`src/design/efe_pkg.sv`:
```
// Shared types, register indexes and the byte classifier for the
// escaped frame encoder. No dependencies.

package efe_pkg;

    // Register indexes on the configuration port (paddr[3:2]).
    localparam logic [1:0] REG_FLAG       = 2'd0;
    localparam logic [1:0] REG_ESCAPE     = 2'd1;
    localparam logic [1:0] REG_FLAG_SUB   = 2'd2;
    localparam logic [1:0] REG_ESCAPE_SUB = 2'd3;

    // Reset values of the marker registers.
    localparam logic [7:0] FLAG_RESET       = 8'h7E;
    localparam logic [7:0] ESCAPE_RESET     = 8'h7D;
    localparam logic [7:0] FLAG_SUB_RESET   = 8'h02;
    localparam logic [7:0] ESCAPE_SUB_RESET = 8'h01;

    // Default depth of the queue between front and back.
    localparam int QUEUE_DEPTH = 4;

    typedef enum logic [1:0] {
        CLS_PLAIN,
        CLS_FLAG,
        CLS_ESCAPE
    } byte_class_t;

    typedef struct packed {
        logic [7:0] flag;
        logic [7:0] escape;
        logic [7:0] flag_sub;
        logic [7:0] escape_sub;
    } cfg_t;

    // One classified input item as handed from the front to the back.
    typedef struct packed {
        logic        open;
        logic [7:0]  body;
        byte_class_t body_cls;
        logic        last;
        logic [7:0]  check;
        byte_class_t check_cls;
    } item_t;

    // A byte matching both markers counts as a flag.
    function automatic byte_class_t classify(input logic [7:0] b, input cfg_t cfg);
        byte_class_t cls;
        if (b == cfg.flag) begin
            cls = CLS_FLAG;
        end else if (b == cfg.escape) begin
            cls = CLS_ESCAPE;
        end else begin
            cls = CLS_PLAIN;
        end
        return cls;
    endfunction

endpackage

```
`src/design/efe_front.sv`:
```
// Front end: accepts body bytes, tracks frame state and the running XOR,
// and classifies the body byte and the check byte. Depends on efe_pkg.

module efe_front (
    input  logic           clk,
    input  logic           rst_n,
    input  efe_pkg::cfg_t  cfg,
    input  logic           in_valid,
    output logic           in_ready,
    input  logic [7:0]     in_body,
    input  logic           in_last,
    output logic           push,
    output efe_pkg::item_t push_item,
    input  logic           queue_full
);

    logic       frame_open_reg;
    logic       frame_open_next;
    logic [7:0] xor_reg;
    logic [7:0] xor_next;
    logic [7:0] xor_sum;
    logic       accept;

    assign in_ready = !queue_full;
    assign accept   = in_valid && in_ready;
    assign push     = accept;

    // A new frame starts the checksum from zero.
    assign xor_sum = (frame_open_reg ? xor_reg : 8'h00) ^ in_body;

    // Build the descriptor for the back end.
    always_comb
    begin
        push_item.open      = !frame_open_reg;
        push_item.body      = in_body;
        push_item.body_cls  = efe_pkg::classify(in_body, cfg);
        push_item.last      = in_last;
        push_item.check     = xor_sum;
        push_item.check_cls = efe_pkg::classify(xor_sum, cfg);
    end

    // Frame state advances on each accepted transaction.
    always_comb
    begin
        frame_open_next = frame_open_reg;
        xor_next        = xor_reg;
        if (accept) begin
            frame_open_next = !in_last;
            xor_next        = in_last ? 8'h00 : xor_sum;
        end
    end

    always_ff @(posedge clk or negedge rst_n)
    begin
        if (!rst_n) begin
            frame_open_reg <= 1'b0;
            xor_reg        <= 8'h00;
        end else begin
            frame_open_reg <= frame_open_next;
            xor_reg        <= xor_next;
        end
    end

endmodule

```
`src/design/efe_queue.sv`:
```
// Short FIFO of classified items between the front and the back end.
// Depends on efe_pkg.

module efe_queue #(
    parameter int DEPTH = efe_pkg::QUEUE_DEPTH
) (
    input  logic           clk,
    input  logic           rst_n,
    input  logic           push,
    input  efe_pkg::item_t push_item,
    output logic           full,
    input  logic           pop,
    output logic           valid,
    output efe_pkg::item_t head
);

    localparam int PtrW = (DEPTH > 1) ? $clog2(DEPTH) : 1;
    localparam int CntW = $clog2(DEPTH + 1);

    efe_pkg::item_t mem [DEPTH];

    logic [PtrW-1:0] wr_ptr_reg;
    logic [PtrW-1:0] wr_ptr_next;
    logic [PtrW-1:0] rd_ptr_reg;
    logic [PtrW-1:0] rd_ptr_next;
    logic [CntW-1:0] count_reg;
    logic [CntW-1:0] count_next;

    assign full  = (count_reg == CntW'(DEPTH));
    assign valid = (count_reg != '0);
    assign head  = mem[rd_ptr_reg];

    // Pointer and fill count update; push and pop may happen together.
    always_comb
    begin
        wr_ptr_next = wr_ptr_reg;
        rd_ptr_next = rd_ptr_reg;
        count_next  = count_reg;
        if (push) begin
            wr_ptr_next = (wr_ptr_reg == PtrW'(DEPTH - 1)) ? '0 : wr_ptr_reg + 1'b1;
        end
        if (pop) begin
            rd_ptr_next = (rd_ptr_reg == PtrW'(DEPTH - 1)) ? '0 : rd_ptr_reg + 1'b1;
        end
        if (push && !pop) begin
            count_next = count_reg + 1'b1;
        end else if (pop && !push) begin
            count_next = count_reg - 1'b1;
        end
    end

    always_ff @(posedge clk or negedge rst_n)
    begin
        if (!rst_n) begin
            wr_ptr_reg <= '0;
            rd_ptr_reg <= '0;
            count_reg  <= '0;
        end else begin
            wr_ptr_reg <= wr_ptr_next;
            rd_ptr_reg <= rd_ptr_next;
            count_reg  <= count_next;
        end
    end

    // Storage needs no reset.
    always_ff @(posedge clk)
    begin
        if (push) begin
            mem[wr_ptr_reg] <= push_item;
        end
    end

endmodule

```
`src/design/efe_back.sv`:
```
// Back end: walks each queued item through its output bytes, one byte per cycle
// unless the output stalls, into a registered output stage. Depends on efe_pkg.

module efe_back (
    input  logic           clk,
    input  logic           rst_n,
    input  efe_pkg::cfg_t  cfg,
    input  logic           head_valid,
    input  efe_pkg::item_t head,
    output logic           pop,
    output logic           out_valid,
    input  logic           out_ready,
    output logic [7:0]     out_byte,
    output logic           out_run_end,
    output logic           out_frame_end
);

    typedef enum logic [2:0] {
        STEP_START,
        STEP_OPEN,
        STEP_BODY,
        STEP_BODY_SUB,
        STEP_CHECK,
        STEP_CHECK_SUB,
        STEP_CLOSE
    } step_t;

    step_t      step_reg;
    step_t      step_next;
    step_t      cur_step;
    logic       out_valid_reg;
    logic       out_valid_next;
    logic [7:0] byte_reg;
    logic [7:0] byte_next;
    logic       run_end_reg;
    logic       frame_end_reg;
    logic       frame_end_next;
    logic       done;
    logic       advance;

    assign advance = head_valid && (!out_valid_reg || out_ready);
    assign pop     = advance && done;

    assign out_valid     = out_valid_reg;
    assign out_byte      = byte_reg;
    assign out_run_end   = run_end_reg;
    assign out_frame_end = frame_end_reg;

    // The first step of an item depends on whether it opens a frame.
    always_comb
    begin
        if (step_reg == STEP_START) begin
            cur_step = head.open ? STEP_OPEN : STEP_BODY;
        end else begin
            cur_step = step_reg;
        end
    end

    // Byte for the current step and the step that follows it.
    always_comb
    begin
        byte_next      = cfg.flag;
        frame_end_next = 1'b0;
        step_next      = STEP_START;
        done           = 1'b0;
        case (cur_step)
            STEP_OPEN:
            begin
                byte_next = cfg.flag;
                step_next = STEP_BODY;
            end
            STEP_BODY:
            begin
                if (head.body_cls == efe_pkg::CLS_PLAIN) begin
                    byte_next = head.body;
                    step_next = head.last ? STEP_CHECK : STEP_START;
                    done      = !head.last;
                end else begin
                    byte_next = cfg.escape;
                    step_next = STEP_BODY_SUB;
                end
            end
            STEP_BODY_SUB:
            begin
                byte_next = (head.body_cls == efe_pkg::CLS_FLAG) ? cfg.flag_sub
                                                                 : cfg.escape_sub;
                step_next = head.last ? STEP_CHECK : STEP_START;
                done      = !head.last;
            end
            STEP_CHECK:
            begin
                if (head.check_cls == efe_pkg::CLS_PLAIN) begin
                    byte_next = head.check;
                    step_next = STEP_CLOSE;
                end else begin
                    byte_next = cfg.escape;
                    step_next = STEP_CHECK_SUB;
                end
            end
            STEP_CHECK_SUB:
            begin
                byte_next = (head.check_cls == efe_pkg::CLS_FLAG) ? cfg.flag_sub
                                                                  : cfg.escape_sub;
                step_next = STEP_CLOSE;
            end
            STEP_CLOSE:
            begin
                byte_next      = cfg.flag;
                frame_end_next = 1'b1;
                step_next      = STEP_START;
                done           = 1'b1;
            end
            default:
            begin
                step_next = STEP_START;
            end
        endcase
    end

    // The output stage holds its transaction until it is taken.
    always_comb
    begin
        if (advance) begin
            out_valid_next = 1'b1;
        end else if (out_ready) begin
            out_valid_next = 1'b0;
        end else begin
            out_valid_next = out_valid_reg;
        end
    end

    always_ff @(posedge clk or negedge rst_n)
    begin
        if (!rst_n) begin
            step_reg      <= STEP_START;
            out_valid_reg <= 1'b0;
            byte_reg      <= 8'h00;
            run_end_reg   <= 1'b0;
            frame_end_reg <= 1'b0;
        end else begin
            out_valid_reg <= out_valid_next;
            if (advance) begin
                step_reg      <= step_next;
                byte_reg      <= byte_next;
                run_end_reg   <= done;
                frame_end_reg <= frame_end_next;
            end
        end
    end

endmodule

```
`src/design/escaped_frame_encoder_xor_bcc.sv`:
```
// Top level of the escaped frame encoder with XOR block check: marker
// registers on the configuration port, front end, queue and back end.
// Depends on efe_pkg, efe_front, efe_queue and efe_back.
//
//  Channel   Direction  Content
//  s_axis    in         tdata = body_byte, tlast = last_byte
//  m_axis    out        tdata = line_byte, tlast = run_end, tuser = frame_end
//  apb       in/out     marker registers at 0x0, 0x4, 0x8, 0xC
//
// The output sends one byte per cycle unless m_axis_tready stalls it; an item
// yields 1 to 6 bytes (one for a plain mid-frame byte).
// The front accepts one byte per cycle while the queue of QUEUE_DEPTH items
// has room; the back end's output register sets the sustained rate.
// rst_n clears frame state, the queue and the output stage at once.
// A stalled output backs up the queue, then the input.

module escaped_frame_encoder_xor_bcc #(
    parameter int QUEUE_DEPTH = efe_pkg::QUEUE_DEPTH
) (
    input  logic        clk,
    input  logic        rst_n,
    input  logic        s_axis_tvalid,
    output logic        s_axis_tready,
    input  logic [7:0]  s_axis_tdata,   // [7:0] body_byte
    input  logic        s_axis_tlast,
    output logic        m_axis_tvalid,
    input  logic        m_axis_tready,
    output logic [7:0]  m_axis_tdata,   // [7:0] line_byte
    output logic        m_axis_tlast,
    output logic        m_axis_tuser,   // [0] frame_end
    input  logic        psel,
    input  logic        penable,
    input  logic        pwrite,
    input  logic [3:0]  paddr,
    input  logic [31:0] pwdata,
    output logic [31:0] prdata,
    output logic        pready
);

    efe_pkg::cfg_t  cfg_reg;
    efe_pkg::item_t push_item;
    efe_pkg::item_t head;
    logic           push;
    logic           pop;
    logic           queue_full;
    logic           head_valid;
    logic           cfg_write;
    logic [1:0]     reg_index;

    assign pready    = 1'b1;
    assign reg_index = paddr[3:2];
    assign cfg_write = psel && penable && pwrite && pready;

    // Marker registers.
    always_ff @(posedge clk or negedge rst_n)
    begin
        if (!rst_n) begin
            cfg_reg.flag       <= efe_pkg::FLAG_RESET;
            cfg_reg.escape     <= efe_pkg::ESCAPE_RESET;
            cfg_reg.flag_sub   <= efe_pkg::FLAG_SUB_RESET;
            cfg_reg.escape_sub <= efe_pkg::ESCAPE_SUB_RESET;
        end else if (cfg_write) begin
            case (reg_index)
                efe_pkg::REG_FLAG:       cfg_reg.flag       <= pwdata[7:0];
                efe_pkg::REG_ESCAPE:     cfg_reg.escape     <= pwdata[7:0];
                efe_pkg::REG_FLAG_SUB:   cfg_reg.flag_sub   <= pwdata[7:0];
                efe_pkg::REG_ESCAPE_SUB: cfg_reg.escape_sub <= pwdata[7:0];
                default:                 cfg_reg            <= cfg_reg;
            endcase
        end
    end

    // Register read-back.
    always_comb
    begin
        case (reg_index)
            efe_pkg::REG_FLAG:       prdata = {24'h0, cfg_reg.flag};
            efe_pkg::REG_ESCAPE:     prdata = {24'h0, cfg_reg.escape};
            efe_pkg::REG_FLAG_SUB:   prdata = {24'h0, cfg_reg.flag_sub};
            efe_pkg::REG_ESCAPE_SUB: prdata = {24'h0, cfg_reg.escape_sub};
            default:                 prdata = 32'h0;
        endcase
    end

    efe_front u_front (
        .clk        (clk),
        .rst_n      (rst_n),
        .cfg        (cfg_reg),
        .in_valid   (s_axis_tvalid),
        .in_ready   (s_axis_tready),
        .in_body    (s_axis_tdata),
        .in_last    (s_axis_tlast),
        .push       (push),
        .push_item  (push_item),
        .queue_full (queue_full)
    );

    efe_queue #(
        .DEPTH (QUEUE_DEPTH)
    ) u_queue (
        .clk       (clk),
        .rst_n     (rst_n),
        .push      (push),
        .push_item (push_item),
        .full      (queue_full),
        .pop       (pop),
        .valid     (head_valid),
        .head      (head)
    );

    efe_back u_back (
        .clk           (clk),
        .rst_n         (rst_n),
        .cfg           (cfg_reg),
        .head_valid    (head_valid),
        .head          (head),
        .pop           (pop),
        .out_valid     (m_axis_tvalid),
        .out_ready     (m_axis_tready),
        .out_byte      (m_axis_tdata),
        .out_run_end   (m_axis_tlast),
        .out_frame_end (m_axis_tuser)
    );

endmodule

```
`config.mk`:
```
export PLATFORM = sky130hd
export DESIGN_NAME = escaped_frame_encoder_xor_bcc
export DESIGN_NICKNAME = d
export VERILOG_FILES = /design/src/design/efe_pkg.sv /design/src/design/efe_front.sv /design/src/design/efe_queue.sv /design/src/design/efe_back.sv /design/src/design/escaped_frame_encoder_xor_bcc.sv
export SDC_FILE = /design/constraint.sdc
export NUM_CORES = 1
export LEC_CHECK = 0
export ABC_CLOCK_PERIOD_IN_PS = 2800
export BUFFER_PORTS_ARGS = -buffer_cell sky130_fd_sc_hd__buf_2
export CAP_MARGIN = 20
export CORE_UTILIZATION = 45
export DETAILED_ROUTE_END_ITERATION = 16
export HOLD_SLACK_MARGIN = 0.1
export PLACE_DENSITY_LB_ADDON = 0.3
export SLEW_MARGIN = 40
export SYNTH_ARGS = -nofsm -noshare
export SYNTH_HDL_FRONTEND = slang
export SYNTH_SLANG_ARGS = --single-unit
```
`constraint.sdc`:
```
create_clock -name clk -period 2.8 [get_ports clk]
set_input_delay 0.28 -clock clk [delete_from_list [all_inputs] [get_ports clk]]
set_output_delay 0.28 -clock clk [all_outputs]
set_load 0.02 [all_outputs]
```
==> flow_summary.json, run 1 <==
{
  "synth_seq_cells": 150,
  "drv_cap": 0,
  "wl_per_cell_um": 20.1,
  "htreeDepth": 4,
  "crit_path_end_kind": "flip-flop",
  "synth_top_cell_by_area": "edfxtp_1",
  "fin_area_mm2": 0.00833,
  "yosysUniqueCellTypes": 57,
  "tightest_slew_ns": 0.554,
  "die_x_um": 129,
  "status": "finished, final reports clean",
  "placed_area_mm2": 0.00769,
  "synthCells": 482,
  "p_sw_mw": 3.05,
  "finalMaxSlewViolations": 0,
  "netlist_area_mm2": 0.00722,
  "post-route-worst-setup-slack_ns": 0.0652,
  "skew_ns": 0.0100,
  "crit_buf_inv": 1,
  "synth_simple_gate_area_share_pct": 5.11,
  "vdd_drop_max_mv": 0.641,
  "p_int_mw": 5.88,
  "seq_area_frac_synth_pct": 58.4,
  "grt_pass1_vias": 4434,
  "vias": 4358,
  "fin_nets": 610,
  "clockPowerShare_pct": 24.5,
  "clk_latency_ns": 0.43,
  "viasPerCell": 5.62,
  "synthMuxAreaShare_pct": 17.6,
  "yosysTopAreaCellShare_pct": 36.6,
  "worst_ep_required_time_ns": 3.11,
  "path_max_fanout": 3,
  "netSwitchingFraction_pct": 34.1,
  "synth_edf_count": 88,
  "crit_type": "flip-flop to flip-flop",
  "synth_top_cells_by_area": "edfxtp_1, dfrtp_1, mux4_2",
  "p_leak_nw": 3.20,
  "grt_max_degree": 33,
  "drtIter0Drc": 340,
  "die_area_mm2": 0.0165,
  "hold_viol_final": 0,
  "cts_inserted_buffers": 17,
  "synth_top_family_by_area": "multiplexers",
  "boundaryPins": 97,
  "grt_pass1_wl_mm": 24.8,
  "clock-root-buffer": "clkbuf_16",
  "min_period_over_period_pct": 97.7,
  "fin_util_pct": 54.0,
  "grt_usage_pct": 20.7,
  "hold_path.class": "input port to flip-flop",
  "crit_path_start": "u_queue.rd_ptr_reg[0]$_DFFE_PN0P_",
  "cts_tree": "done",
  "crit_path_top_delay_cell": "mux4_2",
  "fmax_mhz": 366,
  "numPortBuffers": 45,
  "min_from": "pwdata[1]",
  "start_util_pct": 46.8,
  "place.gp.congestion": 0.799,
  "synth-adder-area-share_pct": 1.32,
  "synth-xor-area-share_pct": 5.91,
  "dr.pass1.iters": 5,
  "cp_top_family": "multiplexers",
  "timing.rr.start": "u_queue.rd_ptr_reg[0]$_DFFE_PN0P_",
  "post-place-ws_ns": -0.0836,
  "overflow": 0,
  "fin_crit_ns": 2.73,
  "cp_slowest_stage_delay_ns": 0.56,
  "drc": 0,
  "n_fill_cell": 1241,
  "powerDensity_mw_per_mm2": 1070,
  "synth-async-reset-ratio_pct": 41.3,
  "pwr-share-comb_pct": 37.4,
  "routed_wl_mm": 15.6,
  "yosys_warnings": 0,
  "multi_input_area_mm2": 0.00276,
  "ant_nets": 0,
  "area_growth_pct": 15.4,
  "ys_top_cells_by_count": "edfxtp_1, dfrtp_1, mux2_2, mux4_2",
  "die_h_um": 129,
  "max-slew-margin-rel_pct": 62.7,
  "power_mw": 8.93,
  "seq_area_mm2": 0.00421,
  "cts_buffer_depth": 2,
  "worst_setup_path_start_kind": "flip-flop",
  "worstPathArrival_ns": 3.04,
  "path_cells": "mux4_2 -> or4_4 -> o21ai_2 -> o311ai_4 -> ha_2 -> inv_1 -> fa_1 -> mux2_2",
  "core_mm2": 0.0154,
  "p_seq_share_pct": 38.1,
  "grt_antenna_before_repair": 0,
  "setup_viol": 0,
  "clock-sinks": 150,
  "synth_compound_area_share_pct": 6.85,
  "synth_area_per_cell_um2": 15.0,
  "largest_reg_flops": 88,
  "synth.most_common_cell": "edfxtp_1",
  "drive_gt1_share_pct": 34.8,
  "cts.clk_slew.worst_paths_ns": 0.06,
  "dpl.hpwl_mm": 10.8,
  "ys.flop_type": "edfxtp_1",
  "std_cell_rows": 45,
  "antennaDiodeCount": 0
}
## path summary, 6_finish.rpt
kind | to | slack, ns | depth (start not counted)
worst min register to register | u_front.xor_reg[1]$_DFFE_PN0P_ | 0.48 | 2
worst min-delay path | cfg_reg[17]$_DFFE_PN0P_ | 0.13 | 2
worst max-delay path | u_queue.count_reg[1]$_DFFE_PN0P_ | 0.07 | 8
min in group asynchronous | cfg_reg[3]$_DFFE_PN0P_ | 0.35 | 2
worst max register to register | u_queue.count_reg[1]$_DFFE_PN0P_ | 0.07 | 8
max in group asynchronous | cfg_reg[9]$_DFFE_PN1P_ | 1.85 | 3
## layout by cell type (no fill, tap or decap), drive strengths merged, types with 4 or more instances in the layout
cell type	n
buf	71
nand3	6
xor2	20
clkinvlp	6
o21ai	12
clkbuf	20
xnor2	18
edfxtp	88
and3	5
conb	25
mux2i	8
dfrtp	48
a21oi	10
nor2	11
a2bb2oi	9
nand4	6
dfstp	14
nor2b	4
mux4	30
o22ai	10
mux2	44
ha	6
a221oi	8
inv	17
nand2	26
o31ai	8
## routing by layer
| layer | vias up | routed length [um] | track usage (%) | share of wire [%] |
|---|---|---|---|---|
| met3 | 30 | 806 | 4.49 | 5.2 |
| met4 | 0 | 262 | 6.85 | 1.7 |
| li1 | 1935 | - | - | - |
| met2 | 146 | 7980 | 34.9 | 51 |
| met1 | 2247 | 6510 | 26.6 | 42 |
| met5 | - | 0 | 0 | 0 |
## area by class of cell
type	count	share of cell area, %
repair buffers	72	5.54
clock inverters	12	1.58
inverters	16	0.721
well taps	211	3.17
clock buffers	20	5.24
flip-flops and latches	150	50.6
multi-input cells	294	33.2
## per-stage QoR
stage | hold WS, ns | TNS, ns | std cells
final | 0.133 | 0 | 775
after floorplan | -0.0156 | 0 | 505
after detailed placement | 0.398 | -0.107 | 738
after global placement | 0.391 | 0 | 738
after CTS | 0.120 | 0 | 773
after global routing | 0.135 | -0.00915 | 775
## cell families (layout without fill, tap and decap cells)
logic type / after synthesis / after routing
other: 2 / 25
adder cells (fa/ha/maj): 7 / 7
flip-flops: 150 / 150
XOR/XNOR: 42 / 42
multiplexers: 82 / 82
AND/OR/NAND/NOR: 71 / 71
buffers and inverters: 61 / 120
AO/OA/AOI/OAI: 67 / 67
## power by group through the flow
stage                     logic, mW  registers (mW)  clock network, mW
after floorplan                2.29            3.39                  0
after detailed placement       3.23            3.44                  0
final                          3.34            3.40               2.19
after global placement         3.13            3.41                  0
after global routing           3.60            3.47               2.31
after CTS                      3.33            3.40               2.22
## what timing repair did
action,4_1_cts,5_1_grt
endpoints found under the hold margin,24,0
setup buffers,2,2
hold buffers,1,0
pin swaps,1,1
resized for setup,2,3
endpoints found under the setup margin,7,9
Note: power is estimated with default switching activity, not from simulation.
==> run 2, diff against run 1 <==
CORE_UTILIZATION = 50   (was 45)
CTS_CLUSTER_SIZE = 14   (was unset)
MAX_ROUTING_LAYER = met4   (was unset)
==> flow_summary.json, run 2 (synthesis gave the netlist of run 1 again) <==
{
  "status": "finished, final reports clean",
  "skew_ns": 0.00884,
  "drive_gt1_share_pct": 34.0,
  "p_int_mw": 5.95,
  "core_mm2": 0.0140,
  "crit_path_top_delay_cell": "mux4_2",
  "worst_ep_required_time_ns": 3.11,
  "cts_inserted_buffers": 17,
  "grt_use_met1_pct": 31.5,
  "htreeDepth": 4,
  "crit_type": "flip-flop to flip-flop",
  "die_h_um": 122,
  "die_x_um": 122,
  "fmax_mhz": 368,
  "drc": 0,
  "power_mw": 8.96,
  "powerDensity_mw_per_mm2": 1080,
  "grt_antenna_before_repair": 0,
  "place.gp.congestion": 0.816,
  "boundaryPins": 97,
  "n_fill_cell": 1062,
  "crit_path_start": "u_queue.rd_ptr_reg[0]$_DFFE_PN0P_",
  "grt_usage_pct": 24.4,
  "grt_pass1_vias": 4513,
  "grt_pass1_wl_mm": 25.4,
  "path_cells": "mux4_2 -> or4_4 -> o21ai_2 -> o311ai_4 -> ha_2 -> inv_1 -> fa_1 -> mux2_2",
  "clockPowerShare_pct": 25.5,
  "cp_slowest_stage_delay_ns": 0.53,
  "grtUsageMet2_pct": 38.5,
  "r2r-end": "u_queue.count_reg[1]$_DFFE_PN0P_",
  "crit_path_end": "u_queue.count_reg[1]$_DFFE_PN0P_",
  "setup_viol": 0,
  "largest_reg_flops": 88,
  "drv_cap": 0,
  "start_util_pct": 51.6,
  "fin_util_pct": 59.1,
  "pwr-share-comb_pct": 36.4,
  "netSwitchingFraction_pct": 33.6,
  "max-slew-margin-rel_pct": 56.9,
  "dr.pass1.iters": 5,
  "routed_wl_mm": 16.2,
  "numPortBuffers": 45,
  "mostFrequentLayoutCells": "edfxtp_1, dfrtp_1, buf_2",
  "vias": 4389,
  "fin_crit_ns": 2.72,
  "crit_path_end_kind": "flip-flop",
  "crit_buf_inv": 1,
  "std_cell_rows": 43,
  "clock-root-buffer": "clkbuf_16",
  "top_usage_layer": "met2",
  "worst_setup_path_start_kind": "flip-flop",
  "cts_tree": "done",
  "final_common_cell": "edfxtp_1",
  "p_leak_nw": 3.21,
  "met3_usage_pct": 5.62,
  "wl_per_cell_um": 21.8,
  "area_growth_pct": 14.5,
  "ff2ff_setup_slack_ns": 0.08,
  "fin_nets": 607,
  "viasPerCell": 5.92,
  "finalMaxSlewViolations": 0,
  "hold_viol_final": 0,
  "clk_latency_ns": 0.43,
  "cp.depth": 8,
  "cts_buffer_depth": 2,
  "path_max_fanout": 3,
  "ant_nets": 0,
  "cp_top_family": "multiplexers",
  "antennaDiodeCount": 0,
  "hold_path.class": "input port to flip-flop",
  "die_area_mm2": 0.0149,
  "dpl.hpwl_mm": 11.1,
  "drtIter0Drc": 438,
  "cts.clk_slew.worst_paths_ns": 0.06,
  "worstPathArrival_ns": 3.02,
  "totalNegativeSetupSlack_ns": 0,
  "min_period_over_period_pct": 97.0,
  "grt_max_degree": 45,
  "overflow": 0,
  "timing.rr.start": "u_queue.rd_ptr_reg[0]$_DFFE_PN0P_",
  "tightest_slew_ns": 0.640,
  "p_seq_share_pct": 38.1,
  "p_sw_mw": 3.02,
  "vdd_drop_max_mv": 0.730,
  "clock-sinks": 150,
  "rsz0062_at_grt": "true",
  "rr_worst_depth": 8
}
[run 2: changes by cell type in the layout (fill, tap and decap cells not counted)]
cell        change
a41o_1          +1
a41o_2          -1
inv_6           -1
clkinvlp_4      -5
buf_12          -2
buf_4           -1
clkbuf_8        +2
clkinv_2        +2
clkbuf_1        +1
bufinv_16       +1
[run 2: repair_timing]
| action | in CTS | in global routing |
|---|---|---|
| pin swaps | 0 | 1 |
| hold endpoints to repair | 30 | 0 |
| resized for setup | 2 | 1 |
| setup buffers | 1 | 1 |
| hold buffers | 1 | 0 |
| setup endpoints to repair | 1 | 3 |
[run 2: routing by layer]
layer,share of wire [%],routed length (um)
met1,43,6970
met2,51,8170
met3,5.1,820
met4,1.2,198
met5,0,0
[run 2: worst min path at each step]
stage                                   startpoint                               end  slack [ns]  cells past startpoint
floorplan                                    rst_n           cfg_reg[10]$_DFFE_PN0P_       -0.02                      0
global placement    u_front.xor_reg[7]$_DFFE_PN0P_    u_front.xor_reg[7]$_DFFE_PN0P_        0.46                      2
detailed placement                           rst_n  u_queue.count_reg[2]$_DFFE_PN0P_        0.31                      1
CTS                                      pwdata[2]            cfg_reg[2]$_DFFE_PN0P_        0.12                      2
global route                             pwdata[4]           cfg_reg[28]$_DFFE_PN1P_        0.13                      2
finish                                   pwdata[2]            cfg_reg[2]$_DFFE_PN0P_        0.13                      2
[run 2: per-stage QoR]
stage	std cells	setup slack, ns	hold WS, ns	area, um2
detailed placement	706	-0.0118	0.310	7630
CTS	740	0.0251	0.121	8250
finish	741	0.0834	0.134	8270
floorplan	505	0.0432	-0.0156	7300
global placement	706	0.0449	0.463	7630
global route	741	-0.0178	0.133	8270
[run 2: power groups by stage]
stage | registers [mW] | logic, mW | clock network (mW)
2_1_floorplan | 3.39 | 2.29 | 0
3_3_place_gp | 3.40 | 3.10 | 0
3_5_place_dp | 3.45 | 3.20 | 0
4_1_cts | 3.41 | 3.25 | 2.31
5_1_grt | 3.47 | 3.52 | 2.41
6_report | 3.41 | 3.26 | 2.29
[run 2: area by class of cell]
cell class,count,area [um2],share of cell area [%]
Clock inverter,9,125,1.51
Multi-Input combinational cell,294,2760,33.4
Clock buffer,23,468,5.66
Inverter,16,60.1,0.727
Timing Repair Buffer,69,414,5.01
Sequential cell,150,4210,51.0
Tap cell,180,225,2.72
[run 2: worst register-to-register path, cell delays in order, from the launching register on]
cell,delay [ns]
dfrtp_2,0.40
mux4_2,0.53
or4_4,0.50
o21ai_2,0.09
o311ai_4,0.12
ha_2,0.21
inv_1,0.08
fa_1,0.40
mux2_2,0.27
